$ cat src/hdl/mh_pkg.sv
`default_nettype none

package mh_pkg;

    localparam logic [31:0] MH_MULT     = 32'h5bd1_e995;
    localparam int          MH_SH_WORD  = 24;
    localparam int          MH_SH_FIN_A = 13;
    localparam int          MH_SH_FIN_B = 15;

    localparam int DATA_W  = 32;
    localparam int COUNT_W = 3;
    localparam int KLEN_W  = 16;
    localparam int S_TDATA_W = 56;  // 51 bits of fields padded to bytes

    // operand that goes into the shared multiplier
    typedef enum logic [2:0] {
        MS_K      = 3'd0,   // k
        MS_K_MIX  = 3'd1,   // k ^ (k >> 24)
        MS_H      = 3'd2,   // h
        MS_H_TAIL = 3'd3,   // h ^ k (k holds the masked tail)
        MS_H_FIN  = 3'd4    // h ^ (h >> 13)
    } mul_sel_t;

    // source of the next running hash
    typedef enum logic [1:0] {
        HS_MIX = 2'd0,      // h*M ^ k
        HS_MUL = 2'd1,      // product alone
        HS_FIN = 2'd2       // h ^ (h >> 15)
    } h_sel_t;

    typedef struct packed {
        logic     load;
        mul_sel_t mul_sel;
        logic     k_we;
        logic     h_we;
        h_sel_t   h_sel;
        logic     out_load;
    } mh_cmd_t;

    typedef struct packed {
        logic in_full;
        logic in_part;
        logic in_last;
        logic last;
        logic out_busy;
    } mh_status_t;

    function automatic logic [31:0] tail_mask(input logic [1:0] cnt);
        logic [31:0] m;
        case (cnt)
            2'd1:    m = 32'h0000_00ff;
            2'd2:    m = 32'h0000_ffff;
            2'd3:    m = 32'h00ff_ffff;
            default: m = 32'h0000_0000;
        endcase
        return m;
    endfunction

endpackage

`default_nettype wire

$ cat src/hdl/mh_datapath.sv
`default_nettype none

module mh_datapath (
    input  wire logic                         clk,
    input  wire logic                         rst_n,
    input  wire logic                         cfg_wr_en,
    input  wire logic [31:0]                  cfg_wr_data,
    input  wire logic [mh_pkg::S_TDATA_W-1:0] s_tdata,
    input  wire logic                         s_tuser,
    input  wire logic                         s_tlast,
    output logic                              m_tvalid,
    input  wire logic                         m_tready,
    output logic [31:0]                       m_tdata,
    input  wire mh_pkg::mh_cmd_t              cmd,
    output mh_pkg::mh_status_t                status
);
    import mh_pkg::*;

    logic [31:0] seed_reg;
    logic [31:0] h_reg, h_next;
    logic [31:0] k_reg, k_next;
    logic        last_reg;
    logic        out_valid_reg;
    logic [31:0] out_reg;

    logic [DATA_W-1:0]  in_word;
    logic [COUNT_W-1:0] in_count;
    logic [KLEN_W-1:0]  in_klen;
    logic [31:0]        in_masked;
    logic [31:0]        mul_in;
    logic [31:0]        mul_out;
    logic [31:0]        h_fin;

    assign in_word  = s_tdata[DATA_W-1:0];
    assign in_count = s_tdata[DATA_W+COUNT_W-1:DATA_W];
    assign in_klen  = s_tdata[DATA_W+COUNT_W+KLEN_W-1:DATA_W+COUNT_W];
    // counts of four and above take the whole word
    assign in_masked = in_count[2] ? in_word : (in_word & tail_mask(in_count[1:0]));

    always_comb
    begin
        case (cmd.mul_sel)
            MS_K:      mul_in = k_reg;
            MS_K_MIX:  mul_in = k_reg ^ (k_reg >> MH_SH_WORD);
            MS_H:      mul_in = h_reg;
            MS_H_TAIL: mul_in = h_reg ^ k_reg;
            MS_H_FIN:  mul_in = h_reg ^ (h_reg >> MH_SH_FIN_A);
            default:   mul_in = h_reg;
        endcase
    end

    assign mul_out = mul_in * MH_MULT;
    assign h_fin   = h_reg ^ (h_reg >> MH_SH_FIN_B);

    always_comb
    begin
        h_next = h_reg;
        k_next = k_reg;
        if (cmd.load)
        begin
            k_next = in_masked;
            if (s_tuser)
                h_next = seed_reg ^ {16'd0, in_klen};
        end
        if (cmd.k_we)
            k_next = mul_out;
        if (cmd.h_we)
        begin
            case (cmd.h_sel)
                HS_MIX:  h_next = mul_out ^ k_reg;
                HS_MUL:  h_next = mul_out;
                HS_FIN:  h_next = h_fin;
                default: h_next = h_reg;
            endcase
        end
    end

    always_ff @(posedge clk or negedge rst_n)
    begin
        if (!rst_n)
        begin
            seed_reg      <= '0;
            h_reg         <= '0;
            out_valid_reg <= 1'b0;
            last_reg      <= 1'b0;
        end
        else
        begin
            if (cfg_wr_en)
                seed_reg <= cfg_wr_data;
            h_reg <= h_next;
            if (cmd.load)
                last_reg <= s_tlast;
            if (cmd.out_load)
                out_valid_reg <= 1'b1;
            else if (m_tready)
                out_valid_reg <= 1'b0;
        end
    end

    always_ff @(posedge clk)
    begin
        k_reg <= k_next;
        if (cmd.out_load)
            out_reg <= h_fin;
    end

    assign m_tvalid = out_valid_reg;
    assign m_tdata  = out_reg;

    assign status.in_full  = in_count[2];
    assign status.in_part  = !in_count[2] && (in_count[1:0] != 2'd0);
    assign status.in_last  = s_tlast;
    assign status.last     = last_reg;
    assign status.out_busy = out_valid_reg && !m_tready;

endmodule

`default_nettype wire

$ cat src/hdl/mh_ctrl.sv
`default_nettype none

module mh_ctrl (
    input  wire logic               clk,
    input  wire logic               rst_n,
    input  wire logic               s_tvalid,
    output logic                    s_tready,
    input  wire mh_pkg::mh_status_t status,
    output mh_pkg::mh_cmd_t         cmd
);
    import mh_pkg::*;

    typedef enum logic [6:0] {
        ST_IDLE  = 7'b000_0001,
        ST_MIXK1 = 7'b000_0010,
        ST_MIXK2 = 7'b000_0100,
        ST_MIXH  = 7'b000_1000,
        ST_TAIL  = 7'b001_0000,
        ST_FIN   = 7'b010_0000,
        ST_EMIT  = 7'b100_0000
    } state_t;

    state_t state_reg, state_next;

    assign s_tready = (state_reg == ST_IDLE);

    always_comb
    begin
        state_next   = state_reg;
        cmd.load     = 1'b0;
        cmd.mul_sel  = MS_H;
        cmd.k_we     = 1'b0;
        cmd.h_we     = 1'b0;
        cmd.h_sel    = HS_MUL;
        cmd.out_load = 1'b0;
        case (state_reg)
            ST_IDLE:
            begin
                if (s_tvalid)
                begin
                    cmd.load = 1'b1;
                    if (status.in_full)
                        state_next = ST_MIXK1;
                    else if (status.in_part)
                        state_next = ST_TAIL;
                    else if (status.in_last)
                        state_next = ST_FIN;
                end
            end
            ST_MIXK1:
            begin
                cmd.mul_sel = MS_K;
                cmd.k_we    = 1'b1;
                state_next  = ST_MIXK2;
            end
            ST_MIXK2:
            begin
                cmd.mul_sel = MS_K_MIX;
                cmd.k_we    = 1'b1;
                state_next  = ST_MIXH;
            end
            ST_MIXH:
            begin
                cmd.mul_sel = MS_H;
                cmd.h_we    = 1'b1;
                cmd.h_sel   = HS_MIX;
                state_next  = status.last ? ST_FIN : ST_IDLE;
            end
            ST_TAIL:
            begin
                cmd.mul_sel = MS_H_TAIL;
                cmd.h_we    = 1'b1;
                cmd.h_sel   = HS_MUL;
                state_next  = status.last ? ST_FIN : ST_IDLE;
            end
            ST_FIN:
            begin
                cmd.mul_sel = MS_H_FIN;
                cmd.h_we    = 1'b1;
                cmd.h_sel   = HS_MUL;
                state_next  = ST_EMIT;
            end
            ST_EMIT:
            begin
                // hold until the output register is free
                if (!status.out_busy)
                begin
                    cmd.h_we     = 1'b1;
                    cmd.h_sel    = HS_FIN;
                    cmd.out_load = 1'b1;
                    state_next   = ST_IDLE;
                end
            end
            default:
            begin
                state_next = ST_IDLE;
            end
        endcase
    end

    always_ff @(posedge clk or negedge rst_n)
    begin
        if (!rst_n)
            state_reg <= ST_IDLE;
        else
            state_reg <= state_next;
    end

endmodule

`default_nettype wire

$ cat src/hdl/murmur2_string_hash.sv
// MurmurHash2 (32-bit) of a byte key streamed as little-endian words, first
// byte in bits 7..0. An item with tuser set starts a key from seed ^ key_length;
// an item with tlast set finalizes the hash and returns it as one output item,
// held in an output register until taken. One 32x32 multiplier (low product
// bits) is shared by every multiply step, one multiply per cycle. A full word
// takes three multiplies after its load, a 1-3 byte tail one; a last item adds
// finalize and emit steps. The seed, which resets to zero, is written through
// cfg_wr_en/cfg_wr_data by the user only while idle; the block does not check it.
`default_nettype none

module murmur2_string_hash (
    input  wire logic                         clk,
    input  wire logic                         rst_n,
    input  wire logic                         cfg_wr_en,
    input  wire logic [31:0]                  cfg_wr_data,
    input  wire logic                         s_tvalid,
    output logic                              s_tready,
    // data_word[31:0], byte_count[34:32], key_length[50:35], zero pad
    input  wire logic [mh_pkg::S_TDATA_W-1:0] s_tdata,
    // first_item
    input  wire logic                         s_tuser,
    input  wire logic                         s_tlast,
    output logic                              m_tvalid,
    input  wire logic                         m_tready,
    // hash_value[31:0]
    output logic [31:0]                       m_tdata
);
    import mh_pkg::*;

    mh_cmd_t    cmd;
    mh_status_t status;

    mh_ctrl u_ctrl (
        .clk      (clk),
        .rst_n    (rst_n),
        .s_tvalid (s_tvalid),
        .s_tready (s_tready),
        .status   (status),
        .cmd      (cmd)
    );

    mh_datapath u_datapath (
        .clk         (clk),
        .rst_n       (rst_n),
        .cfg_wr_en   (cfg_wr_en),
        .cfg_wr_data (cfg_wr_data),
        .s_tdata     (s_tdata),
        .s_tuser     (s_tuser),
        .s_tlast     (s_tlast),
        .m_tvalid    (m_tvalid),
        .m_tready    (m_tready),
        .m_tdata     (m_tdata),
        .cmd         (cmd),
        .status      (status)
    );

endmodule

`default_nettype wire

$ cat config.mk
export PLATFORM = sky130hd
export DESIGN_NAME = murmur2_string_hash
export DESIGN_NICKNAME = d
export VERILOG_FILES = /design/src/hdl/mh_pkg.sv /design/src/hdl/mh_datapath.sv /design/src/hdl/mh_ctrl.sv /design/src/hdl/murmur2_string_hash.sv
export SDC_FILE = /design/constraint.sdc
export NUM_CORES = 1
export LEC_CHECK = 0
export BUFFER_PORTS_ARGS = -buffer_cell sky130_fd_sc_hd__buf_4
export CORE_MARGIN = 3
export CORE_UTILIZATION = 49
export DETAILED_ROUTE_END_ITERATION = 7
export GPL_TIMING_DRIVEN = 0
export PLACE_DENSITY = 0.75
export SLEW_MARGIN = 20
export SYNTH_ARGS = -nofsm -noshare
export SYNTH_HDL_FRONTEND = slang
export SYNTH_SLANG_ARGS = --single-unit
$ cat constraint.sdc
create_clock -name clk -period 27.3 [get_ports clk]
set_input_delay 6.825 -clock clk [delete_from_list [all_inputs] [get_ports clk]]
set_output_delay 6.825 -clock clk [all_outputs]
set_load 0.02 [all_outputs]
* Yosys cells after proc, flatten, opt, wreduce, memory -nomap -nowiden *
Cells that the tools add are included.

storage, ports and cells
  output and inout port bits = 34
  register bits after elaboration = 137
  word-level logic and storage cells = 75
  bits of input ports = 95

operators by class
  reduce and logical (&&, ||, !) cells = 16
  multiplexer cells = 25
  multiply operators = 1
  equality and inequality tests = 19
  bitwise operators = 7

operators by type and width
  kind                      count
  $mux W32                  6
  $pmux W32 S4              1
  $pmux W32 S3              1
  $pmux W24 S3              1
  $xor A32 B32 Y32          2
  $pmux W7 S6               1
  $mux W7                   5
  $and A32 B24 Y32          1
  $mul A32 B31 Y32 const B  1
  $xor A32 B16 Y32          1
  $xor A32 B17 Y32          1
  $xor A32 B19 Y32          1
  $xor A32 B8 Y32           1
  $pmux W3 S4               1
  $reduce_bool A2 Y1        5
  $pmux W3 S3               1
  $ne A4 B1 Y1 const B      2
  $eq A7 B1 Y1 const B      1
  $eq A7 B2 Y1 const B      1
  $eq A7 B3 Y1 const B      1
  $eq A7 B4 Y1 const B      1
  $eq A7 B5 Y1 const B      1
  $eq A7 B6 Y1 const B      1
  $eq A7 B7 Y1 const B      1
  other kinds (15)          29

* Longest topological paths before layout *
Gate-level depths: netlist (run 1).

  word-level depth = 8
  mapped depth = 36
  depth with buffers taken out = 33

* By module *
A second synthesis (run 1) with hierarchy kept.

second synthesis, totals
  cells, all modules = 1768
  area, all modules = 16990.0 um2

by module, submodules not included
  module       area an instance (um2)  cells each  seq. area each (um2)  times used
  mh_datapath  16424.5                 1703        3573.4                1
  mh_ctrl      565.5                   65          176.4                 1

* Least setup slack after synthesis (run 1) *
Ideal clock, no wire load.

  path kind = input -> register
  start = input port m_tready
  end = register u_datapath.h_reg[16]
  arrival time = 9.107 ns
  required time = 27.217 ns
  cell stages on the path = 9
  setup time = 0.083 ns
  setup slack = 18.110 ns
  path buffers = 1
  path through = nand2b_1 -> nand4_1 -> inv_1 -> ha_1 -> clkbuf_1 -> a21oi_1 -> a221oi_1 -> a21oi_1 -> o21ai_0

between the ends
  cells in the longest elaborated chain, start to end = 7
  elaborated cells between the ends (all ways) = 13
  those cells by class = 3 x eq/ne; 4 x mux; 6 x reduce/logical

ends and longest elaborated chain
  item                                                                   RTL line                   text
  start, declared                                                        murmur2_string_hash.sv:24  input wire logic m_tready,
  $logic_not A1 Y1 *                                                     mh_datapath.sv:115         assign status.out_busy = out_valid_reg && !m_tready;
  $logic_and A1 B1 Y1 *                                                  mh_datapath.sv:115
  $mux W4 *                                                              mh_ctrl.sv:86              if (!status.out_busy)
  $pmux W3 S3 *                                                          mh_ctrl.sv:36              case (state_reg)
  $eq A2 B1 Y1, or another cell as far along                             mh_datapath.sv:69          case (cmd.h_sel)
  $ne A4 B1 Y1 (no source line) / $pmux W32 S3 (equally long branches)   -
  $reduce_and A3 Y1 (no source line) / $mux W32 (equally long branches)  -
  end signal, assigned                                                   mh_datapath.sv:91          h_reg <= h_next;
  end, declared                                                          mh_datapath.sv:20          logic [31:0] h_reg, h_next;

Every way passes the cells marked *; elsewhere a longest branch is shown, timed or not.
A chain may end at the register's enable or synchronous reset.

* Final worst setup path (run 1) *
  start = register u_ctrl.state_reg[3]
  end = register u_datapath.h_reg[29]

between the ends
  cells in the longest elaborated chain, start to end = 8
  elaborated cells between the ends (all ways) = 27
  those cells by class = 1 x mul; 13 x eq/ne; 6 x mux; 1 x bitwise; 6 x reduce/logical

ends and longest elaborated chain
  item                                        RTL line           text
  start, declared                             mh_ctrl.sv:23      state_t state_reg, state_next;
  start signal, assigned                      mh_ctrl.sv:106     state_reg <= state_next;
  $eq A7 B6 Y1, or another cell as far along  mh_ctrl.sv:36
  $pmux W3 S4                                 mh_ctrl.sv:36
  $eq A3 B3 Y1, or another cell as far along  mh_datapath.sv:42  case (cmd.mul_sel)
  $pmux W32 S4                                mh_datapath.sv:42
  $mul A32 B31 Y32                            mh_datapath.sv:52  assign mul_out = mul_in * MH_MULT;
  $xor A32 B32 Y32                            mh_datapath.sv:70  HS_MIX: h_next = mul_out ^ k_reg;
  $pmux W32 S3                                mh_datapath.sv:69
  $mux W32                                    mh_datapath.sv:67  if (cmd.h_we)

Parallel ways exist; a longest one is shown, timed or not.

==> PnR_summary.wiki, run 1 <==
{| class="wikitable"
! Metric !! Value
|-
| Clock Skews || roughly 9.8 ps
|-
| Library cell with the largest summed area after synthesis || fa_1
|-
| Worst-case headroom to the max-slew limit || roughly a quarter
|-
| Wire length reported by the detailed router || between 50 and 60 mm
|-
| Portion of the clock cycle consumed by the worst path in the final layout || between 30% and 40%
|-
| Final hold viol count || 0
|-
| Final total negative setup slack || 0 ps
|-
| Number of vias in the routed layout || between 10000 and 15000
|-
| Final nets || roughly 2400
|-
| Antenna violations before repair || 0
|-
| Initial Utilization || approximately 50%
|-
| Largest net degree at the start of global routing || 74
|-
| CTS buffer count || 17
|-
| Post-detailed-route count of antenna-violating nets || 0
|-
| Maximum operating frequency || 92.1 MHz
|-
| Seq cells post-synth || about 140
|-
| Unrepaired setup endpoints after global routing || no
|-
| Total track usage || 29.1%
|-
| Slowest Stage Delay on Critical Path || ~670 ps
|-
| Critical-path top delay cell || a211oi_1
|-
| Max-cap violation count || 0
|-
| Highest net fanout along the worst path || 10
|-
| CP Data Arrival Time || approximately 11000 ps
|-
| Diode count || 0
|-
| Synth top area share || a little over a fifth
|-
| Mapped cell area || roughly 0.017 sq mm
|-
| Number of cell rows || 67
|-
| Distinct cells, synth || 84
|-
| Count of pins on the block boundary || roughly 130
|-
| Detailed placement HPWL || about 43 mm
|-
| 1st-iter DRT viols || about 1500
|-
| Clock latency reported for the late side of the worst-skew pair || ~440 ps
|-
| Path type of the worst min-delay path || reg -> reg
|-
| Most frequently used flop master after synthesis || dfrtp_1
|-
| Floorplan die area || approximately 0.037 sq mm
|-
| Synth async-reset ratio || 53.3%
|-
| Total of hold buffers inserted after clock tree synthesis || 0
|-
| CTS tree || built
|-
| Sequential share of the synthesized area || between 20% and 30%
|-
| Post-Syn Area per Cell || 9.58 sq um
|-
| Start point of the critical path || u_ctrl.state_reg[3]
|-
| Fraction of final layout cells with drive strength greater than 1 || approximately an eighth
|-
| Wire length of the first global-routing pass || approximately 81 mm
|-
| Number of enable-type register cells in the synthesized netlist || 64
|-
| Worst-Margin Slew || about 1100 ps
|-
| Buffers from clock root to sink, at most || 2
|-
| Data required time of the critical path || 27600 ps
|-
| Worst reg2reg path startpoint || u_ctrl.state_reg[3]
|-
| Yosys warning total || 0
|-
| CTS sink cnt || 137
|-
| GRT overflow || 0
|-
| Number of max-slew violations in the final report || 0
|-
| H-tree level count || 4
|-
| Critical path type || reg -> reg
|-
| Gate count after technology mapping || between 1500 and 2000
|-
| Vias per Instance || slightly below 6
|-
| Wire length per cell || about 22 um
|-
| Clock root buffer master || clkbuf_16
|-
| Layout Area Growth over Synthesis || 13.0%
|-
| Detailed-router iteration count before antenna repair || 6
|-
| CTS clk-pin slew, worst paths || 70 ps
|-
| Post-Syn Nets || 2256
|-
| Placer's final routability congestion estimate || approximately 0.99
|-
| Dominant cells by area after synthesis || fa_1 21%, ha_1 16%, edfxtp_1 11%
|-
| Total core area || 0.0338 sq mm
|-
| Final setup violation count || 0
|-
| Most frequent cell after synthesis || inv_1
|-
| Number of gates given a new drive strength after cts || 0
|-
| Run status || complete, no violations
|-
| Nature of the critical path endpoint || flip-flop
|-
| Worst min-delay path startpoint || u_datapath.h_reg[18]
|-
| Horizontal extent of the die || approximately 190 um
|-
| Number of buffer cells added on primary ports || around 120
|-
| Leading post-synthesis cells by instance count || 367 x inv_1, 217 x ha_1, 178 x fa_1, 123 x nand2_1, 75 x nor2_1
|-
| Height of the chip || between 150 and 200 um
|-
| Number of global-route vias before repair || ~14000
|-
| Startpoint type of the worst setup path || flip-flop
|-
| Min Tclk post-route || ~11000 ps
|-
| Total setup buffers inserted after CTS || 0
|-
| Filler Cells Inserted || 2940
|-
| Residual DRC count || 0
|}
## cell type report
class	instances	area (sq um)	share of cell area (%)
multi-input combinational	1190	11500	60.3
tap	448	561	2.93
sequential	137	3750	19.6
buffer	71	283	1.48
inverter	368	1380	7.23
timing repair buffer	130	990	5.18
clock buffer	19	453	2.37
clock inverter	13	165	0.864
## kinds of logic after synthesis
logic type,Yosys count,share of synthesized area (%)
xor gates and xnor gates,118,6.75
and+or+nand+nor,327,9.00
buffers and inverters,439,9.84
AOI/OAI and AO/OA,316,12.9
muxes,34,2.26
adders and majority gates,395,37.1
DFF,137,22.2
## per-layer routing
metal / share of wire (%) / track usage [%]
met1: 41 / 40.1
met2: 46 / 45.8
met3: 9.3 / 5.66
met4: 3.6 / 11.0
met5: 0 / 0
## critical path: cells and delay by family, from the launching register on
family,cells,cell delay (ps)
fa+ha+maj,9,3500
compound gates,7,2680
simple gates,7,2060
buf+inv,8,1530
xor+xnor,2,520
flops,1,430
## cells in the final DEF, fill, tap and decap left out, drive strengths merged, types with 10 or more instances in the layout
master	Yosys	final
o22ai	10	10
ha	217	217
a21o	16	16
clkbuf	58	77
o21ai	68	68
xnor2	61	61
xor2	50	50
a21oi	68	68
a221oi	22	22
o31ai	13	13
buf	13	143
nand2	124	124
nor2b	12	12
a22oi	20	20
o211ai	10	10
inv	368	372
a211oi	24	24
mux2	33	33
nand3	48	48
edfxtp	64	64
nor2	75	75
dfrtp	72	72
nor3	19	19
fa	178	178
## worst paths after layout
| kind | cells after the start | end | slack [ps] |
|---|---|---|---|
| max | 33 | u_datapath.h_reg[29] | 16440 |
| max in group asynchronous | 1 | u_datapath.seed_reg[28] | 20130 |
| min | 0 | u_datapath.m_tdata[18] | 450 |
| min reg2reg | 0 | u_datapath.m_tdata[18] | 450 |
| max reg2reg | 33 | u_datapath.h_reg[29] | 16440 |
| min in group asynchronous | 1 | u_datapath.seed_reg[8] | 6520 |
## stage by stage
stage               instance area [sq um]  setup WS [ps]  hold slack, ps  std cells  util [%]
global route                        19100          16150             460       2376      56.6
CTS                                 19100          16760             444       2376      56.5
finish                              19100          16440             445       2376      56.6
detailed placement                  18500          16800             428       2344      54.7
floorplan                           16900          18110             423       1766         -
global placement                    18400          16540             429       2336      54.4
Power of run 1 is left out: the tool's default activity adds up to more than one toggle a clock period on the data nets, which glitch-free logic cannot reach.
==> run 2: changes to the inputs <==
ABC_AREA = 1   (was unset)
PLACE_DENSITY = 0.78   (was 0.75)
clock period = 9.55 ns   (was 27.3 ns; I/O delays follow)
==> run 2 against run 1 <==
Maximum frequency up 17%; synthesized cell count up 12%; core utilization up 0.78 points; register-to-register slack worse by 16000 ps; clock skew up 4.3 ps; critical path depth up 3; non-clock buffer count down 18.
==> PnR_summary.wiki, run 2 <==
{| class="wikitable"
! Metric !! Value
|-
| Horizontal extent of the die || 193 um (+0.78%)
|-
| Placed standard-cell area || 0.0189 sq mm (+2.1%)
|-
| Maximum operating frequency || 108 MHz (+17%)
|-
| Number of vias in the routed layout || 15000 (+8.6%)
|-
| Detailed-router iteration count before antenna repair || 6 (unchanged)
|-
| Number of cell rows || 67 (unchanged)
|-
| Synth async-reset ratio || 53.3% (unchanged)
|-
| Height of the chip || 193 um (+0.78%)
|-
| Unrepaired setup endpoints after global routing || no
|-
| 1st-iter DRT viols || 1688 (+10%)
|-
| Startpoint type of the worst setup path || flip-flop
|-
| Sequential share of the synthesized area || 21.8% (-0.35 points)
|-
| CP dominant cell by count || inv_1
|-
| Layout Area Growth over Synthesis || 13.5%
|-
| Antenna violations before repair || 1 (+1)
|-
| Final hold viol count || 0 (unchanged)
|-
| Number of cell instances on the worst register-to-register path || 36 (+9.1%)
|-
| Floorplan die area || 0.0374 sq mm (+1.6%)
|-
| Min Tclk post-route || 9260 ps (-1600 ps)
|-
| Nature of the critical path endpoint || flip-flop
|-
| Seq cells post-synth || 137 (unchanged)
|-
| Count of pins on the block boundary || 129 (unchanged)
|-
| Path type of the worst min-delay path || reg -> reg
|-
| Met2 usage || 46.5% (+0.71 points)
|-
| CTS buffer count || 17 (unchanged)
|-
| Wire length of the first global-routing pass || 86.6 mm (+7.0%)
|-
| Data required time of the critical path || 9860 ps (-17740 ps)
|-
| Commonest non-fill, non-tap cell in the layout || inv_1
|-
| Worst-case headroom to the max-slew limit || 28.3% (+4.6 points)
|-
| GRT overflow || 0 (unchanged)
|-
| Number of enable-type register cells in the synthesized netlist || 64 (unchanged)
|-
| Total core area || 0.0340 sq mm (+0.74%)
|-
| Worst min-delay path startpoint || u_datapath.h_reg[27]
|-
| GR met1 Demand/Resource || 39.2% (-0.82 points)
|-
| Clock root buffer master || clkbuf_16
|-
| Met3 usage in global routing || 8.30% (+2.6 points)
|-
| Library cell with the largest summed area after synthesis || fa_1
|-
| Critical-path top delay cell || inv_1
|-
| Post-Syn Nets || 2476 (+9.8%)
|-
| Endpoint of the most critical register-to-register path || u_datapath.h_reg[26]
|-
| Run status || complete, no violations
|-
| Clock Skews || 14.1 ps (+4.28 ps)
|-
| CTS sink cnt || 137 (unchanged)
|-
| Critical path type || reg -> reg
|-
| Slowest Stage Delay on Critical Path || 660 ps (about the same)
|-
| Post-Syn Area per Cell || 8.66 sq um (-9.6%)
|-
| Highest net fanout along the worst path || 10 (unchanged)
|-
| Total track usage || 29.9% (+0.75 points)
|-
| Wire length reported by the detailed router || 56.0 mm (+7.6%)
|-
| Most congested layer reported by global routing || met2
|-
| Leading post-synthesis cells by instance count || 494 x inv_1, 280 x nand2_1, 217 x ha_1, 178 x fa_1, 119 x o21ai_0
|-
| Gate count after technology mapping || 1986 (+12%)
|-
| Residual DRC count || 0 (unchanged)
|-
| Top library cells by usage in the layout, fill and taps aside || 493 x inv_1, 279 x nand2_1, 217 x ha_1, 178 x fa_1, 128 x buf_4
|-
| Total setup buffers inserted after CTS || 0 (unchanged)
|-
| Fraction of final layout cells with drive strength greater than 1 || 12.3% (+0.027 points)
|-
| Worst hold path stage count || 0 (unchanged)
|-
| Mapped cell area || 0.0172 sq mm (+1.6%)
|-
| CTS tree || built
|-
| Number of max-slew violations in the final report || 0 (unchanged)
|-
| Initial Utilization || 50.5% (+0.44 points)
|-
| Worst reg2reg setup slack || 290 ps (-16150 ps)
|-
| Worst-Margin Slew || 1060 ps (-72.0 ps)
|-
| Most frequent cell after synthesis || inv_1
|-
| Post-detailed-route count of antenna-violating nets || 0 (unchanged)
|-
| Max-cap violation count || 0 (unchanged)
|-
| Most frequently used flop master after synthesis || dfrtp_1
|-
| Wire length per cell || 21.5 um (-1.7%)
|-
| Final setup violation count || 0 (unchanged)
|-
| Number of global-route vias before repair || 15300 (+6.7%)
|-
| Final nets || 2629 (+9.3%)
|-
| Number of buffer cells added on primary ports || 122 (unchanged)
|-
| H-tree level count || 4 (unchanged)
|-
| Buffers from clock root to sink, at most || 2 (unchanged)
|-
| CP Data Arrival Time || 9570 ps (-1590 ps)
|-
| Area of combinational cells with multiple inputs || 0.0114 sq mm (-1.3%)
|-
| Filler Cells Inserted || 2989 (+1.7%)
|-
| Yosys warning total || 0 (unchanged)
|-
| Capture endpoint of the worst hold path || u_datapath.m_tdata[27]
|-
| Largest net degree at the start of global routing || 74 (unchanged)
|-
| Placer's final routability congestion estimate || 1.05 (+5.6%)
|-
| Portion of the clock cycle consumed by the worst path in the final layout || 96.9% (+57 points)
|-
| Clock latency reported for the late side of the worst-skew pair || 450 ps (about the same)
|-
| Area occupied by registers || 0.00375 sq mm (unchanged)
|-
| CTS clk-pin slew, worst paths || 70 ps (about the same)
|-
| Post-route cell area || 0.0195 sq mm (+2.1%)
|-
| Synth top area share || 20.7% (-0.34 points)
|-
| Detailed placement HPWL || 45.2 mm (+6.0%)
|-
| Vias per Instance || 5.77 (-0.83%)
|-
| Worst reg2reg path startpoint || u_ctrl.state_reg[1]
|-
| Dominant cells by area after synthesis || fa_1 21%, ha_1 16%, edfxtp_1 11%
|-
| Distinct cells, synth || 54 (-36%)
|}
## run 2: changes by cell type after synthesis, sizes merged, moves of 17 or more
cell    delta
nand2    +166
o21ai     +55
xor2      +17
inv      +136
nand3     +22
clkbuf    -24
a211oi    -22
xnor2     -27
## run 2: kinds of logic after synthesis
family                     count (synthesis)  synth area share (%)
muxes                                     27                  1.77
and+or+nand+nor                          465                  11.8
adders and majority gates                395                  36.5
AOI/OAI and AO/OA                        307                  10.7
buffers and inverters                    554                  12.3
DFF                                      137                  21.8
xor gates and xnor gates                 101                  5.15
## run 2: repair_timing
| action | in CTS | in global routing |
|---|---|---|
| hold buffers | 0 | 0 |
| resized for setup | 1 | 7 |
| endpoints found under the setup margin | 1 | 16 |
## run 2: final cells by class
class                      count  share of cell area (%)
buffer                        49                    1.12
tap                          448                    2.87
multi-input combinational   1295                    58.3
timing repair buffer         134                    5.62
inverter                     505                    9.71
antenna                        1                  0.0128
clock buffer                  19                    2.27
clock inverter                13                   0.859
sequential                   137                    19.2
## run 2: routing by layer
layer	wire, um	up-vias
met5	0	-
met4	2870	0
met3	6690	198
met2	24900	964
met1	21600	7205
li1	-	6629
## run 2: metrics by stage
step / setup TNS (ps) / instances / setup slack, ps / hold slack [ps] / utilization [%]
after floorplan: 0 / 1986 / 1540 / 423 / -
after global placement: -5950 / 2556 / -550 / 431 / 54.8
after detailed placement: -83.6 / 2567 / -83.6 / 443 / 55.4
after CTS: 0 / 2599 / 227 / 446 / 57.2
after global routing: 0 / 2601 / 31.2 / 462 / 57.3
final: 0 / 2601 / 293 / 441 / 57.3
## run 2: worst max-delay path, delay by kind of cell, from the launching register on
kind / cells / cell delay (ps)
fa+ha+maj: 8 / 3620
buf+inv: 10 / 1990
compound gates: 9 / 1860
simple gates: 9 / 1200
flops: 1 / 450
## run 2: worst max path at each step
stage	start	to	slack, ps	cells after the start
after detailed placement	u_ctrl.state_reg[0]	u_datapath.h_reg[26]	-80	39
after CTS	u_ctrl.state_reg[1]	u_datapath.h_reg[26]	230	38
after global placement	u_ctrl.state_reg[0]	u_datapath.h_reg[26]	-550	39
after global routing	u_ctrl.state_reg[2]	u_datapath.h_reg[26]	30	36
final	u_ctrl.state_reg[1]	u_datapath.h_reg[26]	290	36
after floorplan	u_ctrl.state_reg[2]	u_datapath.k_reg[30]	1540	29
Power of run 2 is left out for the same reason.
